==> config.mk <==
export PLATFORM = sky130hd
export DESIGN_NAME = rotary_encoder_detent_decoder
export DESIGN_NICKNAME = d
export VERILOG_FILES = /design/src/renc_pkg.sv /design/src/rotary_encoder_detent_decoder.sv
export SDC_FILE = /design/constraint.sdc
export NUM_CORES = 1
export LEC_CHECK = 0
export ABC_AREA = 0
export ABC_CLOCK_PERIOD_IN_PS = 4750
export BUFFER_PORTS_ARGS = -buffer_cell sky130_fd_sc_hd__buf_2
export CORE_ASPECT_RATIO = 0.6
export CORE_MARGIN = 2
export CORE_UTILIZATION = 40
export DETAILED_ROUTE_END_ITERATION = 6
export PLACE_DENSITY = 0.7
export SYNTH_ARGS = -nofsm -noshare
export SYNTH_HDL_FRONTEND = slang
export SYNTH_SLANG_ARGS = --single-unit
==> constraint.sdc <==
create_clock -name clk -period 4.75 [get_ports clk]
set_input_delay 0.7125 -clock clk [delete_from_list [all_inputs] [get_ports clk]]
set_output_delay 0.7125 -clock clk [all_outputs]
set_load 0.005 [all_outputs]
==> src/renc_pkg.sv <==
// Shared types, codes and the quadrature transition table for the rotary
// encoder detent decoder. No dependencies.
package renc_pkg;

	// Configuration register indexes
	localparam int unsigned CFG_IDX_W = 2;
	typedef enum logic [CFG_IDX_W-1:0] {
		CFG_DETENT_LIMIT = 2'd0,
		CFG_DEBOUNCE_MS  = 2'd1
	} cfg_idx_t;

	localparam int unsigned CFG_DATA_W      = 16;
	localparam int unsigned LIMIT_W         = 7;
	localparam int unsigned COUNT_W         = 8;
	localparam int unsigned TIME_W          = 32;
	localparam int unsigned EVENT_W         = 3;
	localparam logic [LIMIT_W-1:0]    LIMIT_RESET    = 7'd100;
	localparam logic [CFG_DATA_W-1:0] DEBOUNCE_RESET = 16'd30;

	// Result codes
	typedef enum logic [EVENT_W-1:0] {
		EV_NONE  = 3'd0,
		EV_CLICK = 3'd1,
		EV_UP    = 3'd2,
		EV_DOWN  = 3'd3,
		EV_LEFT  = 3'd4,
		EV_RIGHT = 3'd5
	} event_t;

	// Transition table states; code 7 is never entered and acts as start
	typedef enum logic [2:0] {
		ST_START     = 3'd0,
		ST_CW_FINAL  = 3'd1,
		ST_CW_BEGIN  = 3'd2,
		ST_CW_NEXT   = 3'd3,
		ST_CCW_BEGIN = 3'd4,
		ST_CCW_FINAL = 3'd5,
		ST_CCW_NEXT  = 3'd6
	} tstate_t;

	// Next state for a state and pin pair, pins = {b, a}
	function automatic tstate_t tbl_next(input tstate_t st, input logic [1:0] pins);
		tstate_t nxt;
		nxt = ST_START;
		unique case (st)
			ST_CW_FINAL: begin
				unique case (pins)
					2'b00:   nxt = ST_CW_NEXT;
					2'b10:   nxt = ST_CW_FINAL;
					default: nxt = ST_START;
				endcase
			end
			ST_CW_BEGIN: begin
				unique case (pins)
					2'b00:   nxt = ST_CW_NEXT;
					2'b01:   nxt = ST_CW_BEGIN;
					default: nxt = ST_START;
				endcase
			end
			ST_CW_NEXT: begin
				unique case (pins)
					2'b00:   nxt = ST_CW_NEXT;
					2'b01:   nxt = ST_CW_BEGIN;
					2'b10:   nxt = ST_CW_FINAL;
					default: nxt = ST_START;
				endcase
			end
			ST_CCW_BEGIN: begin
				unique case (pins)
					2'b00:   nxt = ST_CCW_NEXT;
					2'b10:   nxt = ST_CCW_BEGIN;
					default: nxt = ST_START;
				endcase
			end
			ST_CCW_FINAL: begin
				unique case (pins)
					2'b00:   nxt = ST_CCW_NEXT;
					2'b01:   nxt = ST_CCW_FINAL;
					default: nxt = ST_START;
				endcase
			end
			ST_CCW_NEXT: begin
				unique case (pins)
					2'b00:   nxt = ST_CCW_NEXT;
					2'b01:   nxt = ST_CCW_FINAL;
					2'b10:   nxt = ST_CCW_BEGIN;
					default: nxt = ST_START;
				endcase
			end
			default: begin
				// start state, and the unused code
				unique case (pins)
					2'b01:   nxt = ST_CW_BEGIN;
					2'b10:   nxt = ST_CCW_BEGIN;
					default: nxt = ST_START;
				endcase
			end
		endcase
		return nxt;
	endfunction

endpackage

==> src/rotary_encoder_detent_decoder.sv <==
// Rotary encoder detent decoder: transition table, saturating detent count,
// push button debounce and one-deep result register. Depends on renc_pkg.
//
// Usage:
//   Input channel (in_valid/in_ready) carries one item per transfer. With
//   cmd = 0 it is an A/B pin sample: it advances the quadrature table and may
//   move the detent count; it produces no result. With cmd = 1 it is a poll:
//   it debounces the push level against now_ms and returns exactly one
//   event_res (none, click, up, down, left, right) on the output channel.
//   Configuration: cfg_we with cfg_index 0 (detent_limit) or 1 (debounce_ms)
//   writes cfg_data at the clock edge; other indexes are dropped.
// Timing:
//   Table, count and push state updates happen at the input transfer edge. A
//   poll result is valid the cycle after its transfer. One item per cycle is
//   accepted while the result register is empty or being drained, so the
//   throughput is one item per clock, set by the single result register.
// Reset:
//   arst_n clears the table to its start state, the count and push time to
//   zero, marks the button released and loads limit 100 and debounce 30.
// Stall:
//   While a result waits with out_ready low, in_ready is low; the waiting
//   result holds its value until transferred.
module rotary_encoder_detent_decoder (
	input  logic                             clk,
	input  logic                             arst_n,
	input  logic                             in_valid,
	output logic                             in_ready,
	input  logic                             cmd,
	input  logic                             pin_a,
	input  logic                             pin_b,
	input  logic                             push_level,
	input  logic [renc_pkg::TIME_W-1:0]      now_ms,
	input  logic                             modifier_held,
	output logic                             out_valid,
	input  logic                             out_ready,
	output logic [renc_pkg::EVENT_W-1:0]     event_res,
	input  logic                             cfg_we,
	input  logic [renc_pkg::CFG_IDX_W-1:0]   cfg_index,
	input  logic [renc_pkg::CFG_DATA_W-1:0]  cfg_data
);
	import renc_pkg::*;

	logic [LIMIT_W-1:0]        limit_q;
	logic [CFG_DATA_W-1:0]     debounce_q;
	tstate_t                   tstate_q;
	tstate_t                   tstate_next;
	logic signed [COUNT_W-1:0] count_q;
	logic signed [COUNT_W-1:0] count_next;
	logic                      push_last_q;
	logic [TIME_W-1:0]         push_time_q;
	logic                      out_valid_q;
	event_t                    event_q;

	logic                      accept;
	logic                      step_cw;
	logic                      step_ccw;
	logic signed [COUNT_W-1:0] lim_pos;
	logic signed [COUNT_W-1:0] lim_neg;
	logic [TIME_W-1:0]         elapsed;
	logic                      push_take;
	logic                      press;
	event_t                    poll_event;

	assign in_ready  = !out_valid_q || out_ready;
	assign accept    = in_valid && in_ready;
	assign out_valid = out_valid_q;
	assign event_res = event_q;

	// Configuration registers
	always_ff @(posedge clk or negedge arst_n) begin
		if (!arst_n) begin
			limit_q    <= LIMIT_RESET;
			debounce_q <= DEBOUNCE_RESET;
		end else if (cfg_we) begin
			unique case (cfg_index)
				CFG_DETENT_LIMIT: limit_q    <= cfg_data[LIMIT_W-1:0];
				CFG_DEBOUNCE_MS:  debounce_q <= cfg_data;
				default: ;
			endcase
		end
	end

	// Quadrature table: next state
	always_comb begin
		tstate_next = tbl_next(tstate_q, {pin_b, pin_a});
	end

	// Quadrature table: completed detent flags
	always_comb begin
		step_cw  = (tstate_q == ST_CW_FINAL)  && pin_a && pin_b;
		step_ccw = (tstate_q == ST_CCW_FINAL) && pin_a && pin_b;
	end

	// Push debounce
	assign elapsed   = now_ms - push_time_q;
	assign push_take = (push_level != push_last_q) &&
		(elapsed > {{(TIME_W-CFG_DATA_W){1'b0}}, debounce_q});
	assign press     = push_take && !push_level;

	// Detent count update and poll event
	assign lim_pos = $signed({1'b0, limit_q});
	assign lim_neg = -lim_pos;

	always_comb begin
		count_next = count_q;
		poll_event = EV_NONE;
		if (!cmd) begin
			if (step_cw && (count_q < lim_pos)) begin
				count_next = count_q + 8'sd1;
			end else if (step_ccw && (count_q > lim_neg)) begin
				count_next = count_q - 8'sd1;
			end
		end else if (press) begin
			poll_event = EV_CLICK;
		end else if (count_q > 8'sd0) begin
			count_next = count_q - 8'sd1;
			poll_event = modifier_held ? EV_RIGHT : EV_DOWN;
		end else if (count_q < 8'sd0) begin
			count_next = count_q + 8'sd1;
			poll_event = modifier_held ? EV_LEFT : EV_UP;
		end
	end

	// Block state, updated on each input transfer
	always_ff @(posedge clk or negedge arst_n) begin
		if (!arst_n) begin
			tstate_q    <= ST_START;
			count_q     <= '0;
			push_last_q <= 1'b1;
			push_time_q <= '0;
		end else if (accept) begin
			count_q <= count_next;
			if (!cmd) begin
				tstate_q <= tstate_next;
			end else if (push_take) begin
				push_last_q <= push_level;
				push_time_q <= now_ms;
			end
		end
	end

	// Result register
	always_ff @(posedge clk or negedge arst_n) begin
		if (!arst_n) begin
			out_valid_q <= 1'b0;
		end else if (accept && cmd) begin
			out_valid_q <= 1'b1;
		end else if (out_ready) begin
			out_valid_q <= 1'b0;
		end
	end

	always_ff @(posedge clk) begin
		if (accept && cmd) begin
			event_q <= poll_event;
		end
	end

endmodule

==> run_summary.xml, run 1 <==
<?xml version="1.0" encoding="UTF-8"?>
<metrics>
  <group name="layout">
    <metric name="stdcell_area" unit="um^2">7470</metric>
    <metric name="final_cells" unit="">988</metric>
    <metric name="number_of_nets_at_the_end_of_the_flow" unit="">911</metric>
    <metric name="area_delta_synth_final" unit="%">23.2</metric>
    <metric name="antenna_cells_inserted" unit="">0</metric>
    <metric name="drive_gt1_share" unit="%">26.6</metric>
  </group>
  <group name="global_routing">
    <metric name="track_usage" unit="%">19.7</metric>
    <metric name="grt_use_met3" unit="%">3.96</metric>
    <metric name="grt_util_met2" unit="%">27.1</metric>
    <metric name="grt_overflow_total" unit="">0</metric>
    <metric name="grt_use_met1" unit="%">31.4</metric>
    <metric name="number_of_global_route_vias_before_repair" unit="">5102</metric>
    <metric name="grt_max_degree" unit="">69</metric>
    <metric name="gr-max-usage-layer" unit="">met1</metric>
    <metric name="first_pass_grt_wire_length" unit="um">25600</metric>
    <metric name="antenna_found_initial" unit="">0</metric>
  </group>
  <group name="sta">
    <metric name="maxClockFrequency" unit="MHz">208</metric>
    <metric name="setup_repair_after_global_routing_missed_its_margin" unit="">true</metric>
    <metric name="tns" unit="ps">-537</metric>
    <metric name="slew_headroom" unit="%">41.5</metric>
    <metric name="finalHoldViolations" unit="">0</metric>
    <metric name="layout_worst_path_cycle_share" unit="%">101</metric>
    <metric name="worst_slew_pin_slew" unit="ps">877</metric>
    <metric name="fin_worst_skew" unit="ps">7.80</metric>
    <metric name="report.final.slew_viol_count" unit="">0</metric>
    <metric name="final.min_clock_period" unit="ps">4810</metric>
    <metric name="final_critical_path_setup_slack" unit="ps">-62.8</metric>
    <metric name="setup_violations" unit="">21</metric>
  </group>
  <group name="yosys">
    <metric name="muxShareOfSynthArea" unit="%">9.38</metric>
    <metric name="number_of_enable_type_register_cells_in_the_synthesized_netlist" unit="">3</metric>
    <metric name="asyncSetResetFlopFracSynth" unit="%">95.8</metric>
    <metric name="synthesis.area_per_instance" unit="um^2">8.87</metric>
    <metric name="yosysUniqueCellTypes" unit="">75</metric>
    <metric name="synth-compound-area-share" unit="%">20.9</metric>
    <metric name="syn_nets" unit="">810</metric>
    <metric name="share_of_synthesized_area_occupied_by_flip_flops_and_latches" unit="%">29.7</metric>
    <metric name="register_bit_count_reported_by_yosys" unit="">71</metric>
    <metric name="synth-adder-area-share" unit="%">13.7</metric>
    <metric name="yosys_warnings" unit="">0</metric>
    <metric name="synth.top_cells.by_area" unit="">dfrtp_1, ha_1, mux2_1</metric>
    <metric name="syn_area" unit="um^2">6070</metric>
    <metric name="synth_simple_gate_area_share" unit="%">15.0</metric>
    <metric name="synth_top_area_share" unit="%">24.7</metric>
    <metric name="synth_top_flop_cell" unit="">dfrtp_1</metric>
    <metric name="synth_top_family_by_area" unit="">compound AO/OA/AOI/OAI gates</metric>
    <metric name="synthesis.instances" unit="">684</metric>
    <metric name="synth_top_cell_by_area" unit="">dfrtp_1</metric>
    <metric name="share_of_the_synthesized_netlist_area_taken_by_xor_and_xnor_gates" unit="%">4.91</metric>
  </group>
  <group name="place">
    <metric name="placed_cell_area" unit="um^2">6880</metric>
    <metric name="preCtsSetupSlack" unit="ps">-331</metric>
    <metric name="place.port_buffers" unit="">64</metric>
    <metric name="placed_cells" unit="">968</metric>
    <metric name="dp_hpwl" unit="um">12100</metric>
    <metric name="gp_routability_congestion" unit="">0.906</metric>
  </group>
  <group name="worst_setup_path">
    <metric name="nature_of_the_critical_path_endpoint" unit="">register</metric>
    <metric name="cp-start-kind" unit="">primary input</metric>
    <metric name="crit_arrival" unit="ps">5040</metric>
    <metric name="path_max_fanout" unit="">9</metric>
    <metric name="critPathKind" unit="">primary input to register</metric>
    <metric name="setup.reg_to_reg.worst_slack" unit="ps">-20</metric>
    <metric name="required_time_of_the_worst_setup_path" unit="ps">4980</metric>
  </group>
  <group name="floorplan">
    <metric name="top_level_ports" unit="">65</metric>
    <metric name="chipWidth" unit="um">163</metric>
    <metric name="floorplan.rows" unit="">34</metric>
    <metric name="fp.dieH" unit="um">99.4</metric>
    <metric name="die-area" unit="um^2">16200</metric>
    <metric name="start_util" unit="%">41.3</metric>
    <metric name="floorplan.core_area" unit="um^2">14700</metric>
  </group>
  <group name="cts">
    <metric name="cts.htree.levels" unit="">3</metric>
    <metric name="ctsLongestPathBuffers" unit="">2</metric>
    <metric name="cts_sink_cnt" unit="">71</metric>
    <metric name="clock_tree_from_tritoncts" unit="">done</metric>
    <metric name="clkTransAtPathRegs" unit="ps">60</metric>
    <metric name="clk_root_buffer_cell" unit="">clkbuf_16</metric>
    <metric name="ctsHoldBuffers" unit="">0</metric>
    <metric name="clock_latency" unit="ps">340</metric>
    <metric name="tritoncts_buffers" unit="">9</metric>
  </group>
  <group name="routing">
    <metric name="wl_per_cell" unit="um">16.2</metric>
    <metric name="total_length_of_routed_wires" unit="um">16000</metric>
    <metric name="via_count" unit="">5390</metric>
    <metric name="route.detailed.vias_per_inst" unit="">5.46</metric>
    <metric name="ant_nets" unit="">0</metric>
    <metric name="drt_drc_violations_left" unit="">0</metric>
    <metric name="first_iter_violations" unit="">437</metric>
    <metric name="firstDrtPassIters" unit="">6</metric>
  </group>
  <group name="flow_run">
    <metric name="cap_violations" unit="">0</metric>
  </group>
  <group name="power">
    <metric name="leak_pwr" unit="uW">0.00351</metric>
    <metric name="vdd_ir_drop_max" unit="V">0.000251</metric>
    <metric name="power-per-cell-area" unit="nW/um^2">545</metric>
  </group>
  <group name="worst_hold_path">
    <metric name="holdCritPathClass" unit="">register to register</metric>
  </group>
  <group name="outcome">
    <metric name="violations_in_the_final_reports" unit="">negative setup slack</metric>
    <metric name="outcome" unit="">finished with violations</metric>
  </group>
</metrics>
-- placed cells by master (no fill, tap or decap), drive strengths merged, types with 3 or more instances in the layout --
cell,n
and4,3
a2bb2oi,4
nand3,12
a21o,8
inv,78
dfrtp,60
nor3,16
nor2,30
xor2,17
a31oi,10
nand4,16
o21ai,51
a211oi,10
dfstp,8
nand2,54
mux2i,4
o31a,4
edfxtp,3
a21oi,52
a21boi,3
o21a,14
clkbuf,11
nor2b,7
or3,3
a221oi,3
nand2b,9
nor3b,3
nor4,7
o211a,3
o211ai,12
xnor2,17
ha,65
mux2,47
buf,109
and2,4
and3,3
-- state kept, by name, summed over array words and instances, names as in the netlist --
name         count
debounce_q      16
out_valid        1
push_time_q     32
event_res        3
count_q          8
limit_q          7
tstate_q         3
push_last_q      1
-- final timing paths --
| kind | start | to | cells after the start |
|---|---|---|---|
| worst max-delay path | now_ms[5] | push_time_q[0] | 21 |
| worst min-delay path | push_time_q[14] | push_time_q[14] | 1 |
| worst max register to register | push_time_q[5] | push_time_q[0] | 21 |
| worst min register to register | push_time_q[14] | push_time_q[14] | 1 |
| max in group asynchronous | arst_n | push_time_q[27] | 2 |
| min in group asynchronous | arst_n | limit_q[3] | 2 |
-- critical path, stage by stage --
cell and delay (ps):
buf_8 100, ha_4 260, o21a_1 130, o211ai_2 110, or3_4 440, o21ai_4 150, nor2_2 60, o21ai_1 160
xor2_1 200, ha_1 270, nand4_1 160, nor2_1 70, a221o_1 310, o31a_1 290, nor4_2 140, nand4_1 200
nor4_4 400, a31oi_4 150, nand2_4 180, clkbuf_16 200, mux2_1 330
-- per-stage QoR --
step,utilization [%],total power (uW),hold slack [ps]
after CTS,48.8,3920,495
after detailed placement,46.9,3230,482
after global routing,50.9,4450,510
final,50.9,4080,492
after global placement,46.9,3200,473
after floorplan,-,2560,417
-- cell usage after synthesis (all sizes together) (3+ instances only) --
library cell / n
a211oi: 10
a21boi: 3
a21o: 8
a21oi: 52
a221oi: 3
a2bb2oi: 4
a31oi: 10
and2: 4
and3: 3
and4: 3
buf: 11
clkbuf: 10
dfrtp: 60
dfstp: 8
edfxtp: 3
ha: 65
inv: 74
mux2: 47
mux2i: 4
nand2: 54
nand2b: 9
nand3: 12
nand4: 16
nor2: 30
nor2b: 7
nor3: 16
nor3b: 3
nor4: 7
o211a: 3
o211ai: 12
o21a: 14
o21ai: 51
o31a: 4
or3: 3
xnor2: 17
xor2: 17
-- power by group --
part           switching, uW  total (uW)  internal (uW)
sequential               187         987            800
clock                    296         660            364
combinational           1310        2430           1120
total                   1790        4080           2280
-- per-layer routing --
metal	vias to the layer above	share of wire, %
li1	2676	-
met4	0	0.90
met5	-	0
met1	2554	54
met3	11	6.6
met2	149	39
-- timing repair --
action,CTS,global route
resized for setup,0,49
setup endpoints to repair,0,43
setup buffers,0,2
-- cells by family after synthesis --
kind of cell / after synthesis
adders and majority gates: 66
muxes: 51
DFF: 71
AOI/OAI and AO/OA: 192
buffers and inverters: 95
and+or+nand+nor: 175
xor gates and xnor gates: 34
-- area by class of cell --
class | instances | area [um^2]
inverters | 74 | 278
fillers | 1375 | 7200
clock buffers | 9 | 225
clock inverters | 7 | 61.3
multi-input cells | 518 | 4110
flip-flops and latches | 71 | 1800
repair buffers | 111 | 749
well taps | 198 | 248
Note: power is estimated with default switching activity, not from simulation.
==> run 2: changes to the inputs <==
--- a/config.mk
+++ b/config.mk
@@ -6,13 +6,13 @@
 export NUM_CORES = 1
 export LEC_CHECK = 0
 export ABC_AREA = 0
-export ABC_CLOCK_PERIOD_IN_PS = 4750
+export ABC_CLOCK_PERIOD_IN_PS = 5900
 export BUFFER_PORTS_ARGS = -buffer_cell sky130_fd_sc_hd__buf_2
 export CORE_ASPECT_RATIO = 0.6
 export CORE_MARGIN = 2
 export CORE_UTILIZATION = 40
 export DETAILED_ROUTE_END_ITERATION = 6
-export PLACE_DENSITY = 0.7
+export PLACE_DENSITY = 0.68
 export SYNTH_ARGS = -nofsm -noshare
 export SYNTH_HDL_FRONTEND = slang
 export SYNTH_SLANG_ARGS = --single-unit
==> constraint.sdc (replaced) <==
create_clock -name clk -period 5.9 [get_ports clk]
set_input_delay 0.885 -clock clk [delete_from_list [all_inputs] [get_ports clk]]
set_output_delay 0.885 -clock clk [all_outputs]
set_load 0.005 [all_outputs]
==> run 2 against run 1 <==
Against the previous run:
- the run now ends clean
- power shrank 25%
- combinational power decreased by 30%
- die area stayed put
- register-to-register slack gained 810 ps
- non-clock buffer count is 40 lower
- setup slack better by 570 ps
- sequential power fell by 20%
- wire length is 6.3% lower
- critical path type unchanged
- largest power group unchanged
- sequential cell count stayed put
- count of clock-buffer cells in the layout unchanged
==> run_summary.xml, run 2 (synthesized netlist as in run 1, its figures left out) <==
<?xml version="1.0" encoding="UTF-8"?>
<metrics>
  <group name="cts">
    <metric name="cts.htree.levels" unit="">3</metric>
    <metric name="clock_tree_from_tritoncts" unit="">done</metric>
    <metric name="ctsHoldBuffers" unit="">0</metric>
    <metric name="post-cts-setup-buffer-count" unit="">0</metric>
    <metric name="clkTransAtPathRegs" unit="ps">60</metric>
    <metric name="tritoncts_buffers" unit="">9</metric>
    <metric name="clk_root_buffer_cell" unit="">clkbuf_16</metric>
    <metric name="cts_sink_cnt" unit="">71</metric>
    <metric name="clock_latency" unit="ps">340</metric>
    <metric name="cts_resized" unit="">0</metric>
    <metric name="ctsLongestPathBuffers" unit="">2</metric>
  </group>
  <group name="global_routing">
    <metric name="track_usage" unit="%">19.2</metric>
    <metric name="antenna_found_initial" unit="">0</metric>
    <metric name="grt_overflow_total" unit="">0</metric>
    <metric name="first_pass_grt_wire_length" unit="um">24700</metric>
    <metric name="grt_max_degree" unit="">69</metric>
    <metric name="number_of_global_route_vias_before_repair" unit="">4754</metric>
  </group>
  <group name="layout">
    <metric name="reg.largest.list" unit="">push_time_q: 32 flops, debounce_q: 16 flops, count_q: 8 flops</metric>
    <metric name="layout_common_cells" unit="">inv_1, ha_1, buf_2, dfrtp_1, nand2_1</metric>
    <metric name="number_of_nets_at_the_end_of_the_flow" unit="">871</metric>
    <metric name="drive_gt1_share" unit="%">17.6</metric>
    <metric name="layout.core_utilization" unit="%">46.9</metric>
    <metric name="max_flop_register" unit="">push_time_q</metric>
    <metric name="largest_register_ffs" unit="">32</metric>
    <metric name="antenna_cells_inserted" unit="">0</metric>
    <metric name="area_delta_synth_final" unit="%">13.4</metric>
    <metric name="n_fill_cell" unit="">1420</metric>
    <metric name="stdcell_area" unit="um^2">6880</metric>
    <metric name="layout.cells.most_common" unit="">inv_1</metric>
  </group>
  <group name="sta">
    <metric name="slew_headroom" unit="%">40.8</metric>
    <metric name="worst_slew_pin_slew" unit="ps">888</metric>
    <metric name="tns" unit="ps">0</metric>
    <metric name="layout_worst_path_cycle_share" unit="%">91.5</metric>
    <metric name="fin_worst_skew" unit="ps">8.51</metric>
    <metric name="setup_violations" unit="">0</metric>
    <metric name="final.min_clock_period" unit="ps">5400</metric>
    <metric name="setup_repair_after_global_routing_missed_its_margin" unit="">false</metric>
    <metric name="maxClockFrequency" unit="MHz">185</metric>
    <metric name="finalHoldViolations" unit="">0</metric>
    <metric name="report.final.slew_viol_count" unit="">0</metric>
  </group>
  <group name="place">
    <metric name="dp_hpwl" unit="um">11800</metric>
    <metric name="place.port_buffers" unit="">64</metric>
    <metric name="placed_cell_area" unit="um^2">6580</metric>
    <metric name="gp_routability_congestion" unit="">0.946</metric>
  </group>
  <group name="worst_setup_path">
    <metric name="required_time_of_the_worst_setup_path" unit="ps">6120</metric>
    <metric name="crit-reg2reg-launch" unit="">push_time_q[0]</metric>
    <metric name="path_cells" unit="">buf_2 &gt; inv_1 &gt; ha_1 &gt; fa_1 &gt; nand2b_1 &gt; a21oi_1 &gt; nor2_1 &gt; o21ai_0 &gt; a21boi_0 &gt; o21ai_0 &gt; xor2_1 &gt; ha_1 &gt; nand4_1 &gt; nor2_1 &gt; a221o_1 &gt; o31a_1 &gt; nor4_1 &gt; nand4_1 &gt; nor4_4 &gt; a31oi_2 &gt; nand2_2 &gt; buf_4 &gt; mux2_1</metric>
    <metric name="crit_arrival" unit="ps">5610</metric>
    <metric name="cp-start-kind" unit="">primary input</metric>
    <metric name="nature_of_the_critical_path_endpoint" unit="">register</metric>
    <metric name="critical_path.reg2reg.endpoint" unit="">push_time_q[2]</metric>
    <metric name="startpoint" unit="">now_ms[0]</metric>
    <metric name="crit_path_top_delay_cell" unit="">fa_1</metric>
    <metric name="timing.reg2reg.worst_path_depth" unit="">21</metric>
    <metric name="path_max_fanout" unit="">17</metric>
    <metric name="critPathKind" unit="">primary input to register</metric>
    <metric name="critical-path-max-stage-delay" unit="ps">390</metric>
    <metric name="setup.reg_to_reg.worst_slack" unit="ps">790</metric>
  </group>
  <group name="power">
    <metric name="leak_pwr" unit="uW">0.00316</metric>
    <metric name="vdd_ir_drop_max" unit="V">0.000193</metric>
    <metric name="p_total" unit="uW">3050</metric>
    <metric name="power-per-cell-area" unit="nW/um^2">444</metric>
  </group>
  <group name="outcome">
    <metric name="outcome" unit="">finished, final reports clean</metric>
  </group>
  <group name="floorplan">
    <metric name="fp.dieH" unit="um">99.4</metric>
    <metric name="start_util" unit="%">41.3</metric>
    <metric name="top_level_ports" unit="">65</metric>
    <metric name="die-area" unit="um^2">16200</metric>
    <metric name="floorplan.rows" unit="">34</metric>
    <metric name="floorplan.core_area" unit="um^2">14700</metric>
    <metric name="chipWidth" unit="um">163</metric>
  </group>
  <group name="routing">
    <metric name="firstDrtPassIters" unit="">5</metric>
    <metric name="ant_nets" unit="">0</metric>
    <metric name="wl_per_cell" unit="um">15.8</metric>
    <metric name="route.detailed.vias_per_inst" unit="">5.50</metric>
    <metric name="first_iter_violations" unit="">574</metric>
    <metric name="via_count" unit="">5212</metric>
    <metric name="drt_drc_violations_left" unit="">0</metric>
    <metric name="total_length_of_routed_wires" unit="um">15000</metric>
  </group>
  <group name="worst_hold_path">
    <metric name="min_from" unit="">push_time_q[26]</metric>
    <metric name="hold-path-endpoint" unit="">push_time_q[26]</metric>
    <metric name="worst_hold_path.num_cells" unit="">1</metric>
    <metric name="holdCritPathClass" unit="">register to register</metric>
  </group>
  <group name="flow_run">
    <metric name="cap_violations" unit="">0</metric>
  </group>
</metrics>
==> run 2: cell types whose count changed in the layout (fill, tap and decap cells not counted), sizes merged <==
cell | before | now
buf | 109 | 71
inv | 78 | 75
clkbuf | 11 | 9
clkinv | 1 | 3
bufinv | 0 | 1
==> run 2: layer usage <==
metal	vias to the layer above	part of all wire [%]	global-route usage, %
met5	-	0	0
li1	2599	-	-
met1	2429	56	31.1
met4	0	1.0	4.08
met2	170	36	24.8
met3	14	7.0	4.75
==> run 2: through the flow <==
stage	setup WS, ps	std cells	hold slack [ps]
global placement	357	932	474
CTS	520	948	494
floorplan	629	684	464
global route	67.4	948	508
detailed placement	201	932	481
finish	504	948	488
==> run 2: critical path: cells and delay by family <==
family | cells | cell delay (ps)
AO/OA/AOI/OAI | 7 | 1620
XOR/XNOR | 1 | 180
adder cells (fa/ha/maj) | 3 | 840
buffers and inverters | 3 | 400
multiplexers | 1 | 360
AND/OR/NAND/NOR | 8 | 1310
==> run 2: power breakdown <==
part	switching (uW)	internal, uW	leakage (uW)
logic	993	715	0.00219
registers	144	644	0.000827
clock network	230	328	0.000142
total	1370	1690	0.00316
==> run 2: area by class of cell <==
cell class / count / area [um^2] / share of cell area (%)
Multi-Input combinational cell: 518 / 3880 / 56.4
Clock buffer: 9 / 225 / 3.27
Timing Repair Buffer: 71 / 373 / 5.42
Tap cell: 198 / 248 / 3.60
Inverter: 74 / 278 / 4.04
Sequential cell: 71 / 1800 / 26.2
Clock inverter: 7 / 72.6 / 1.05
==> run 2: how the worst max path moves through the flow <==
stage               cells past startpoint  slack [ps]              to
finish                                 23         500  push_time_q[2]
global route                           23          70  push_time_q[4]
CTS                                    23         520  push_time_q[2]
detailed placement                     23         200  push_time_q[2]
global placement                       23         360  push_time_q[2]
floorplan                              22         630  push_time_q[0]
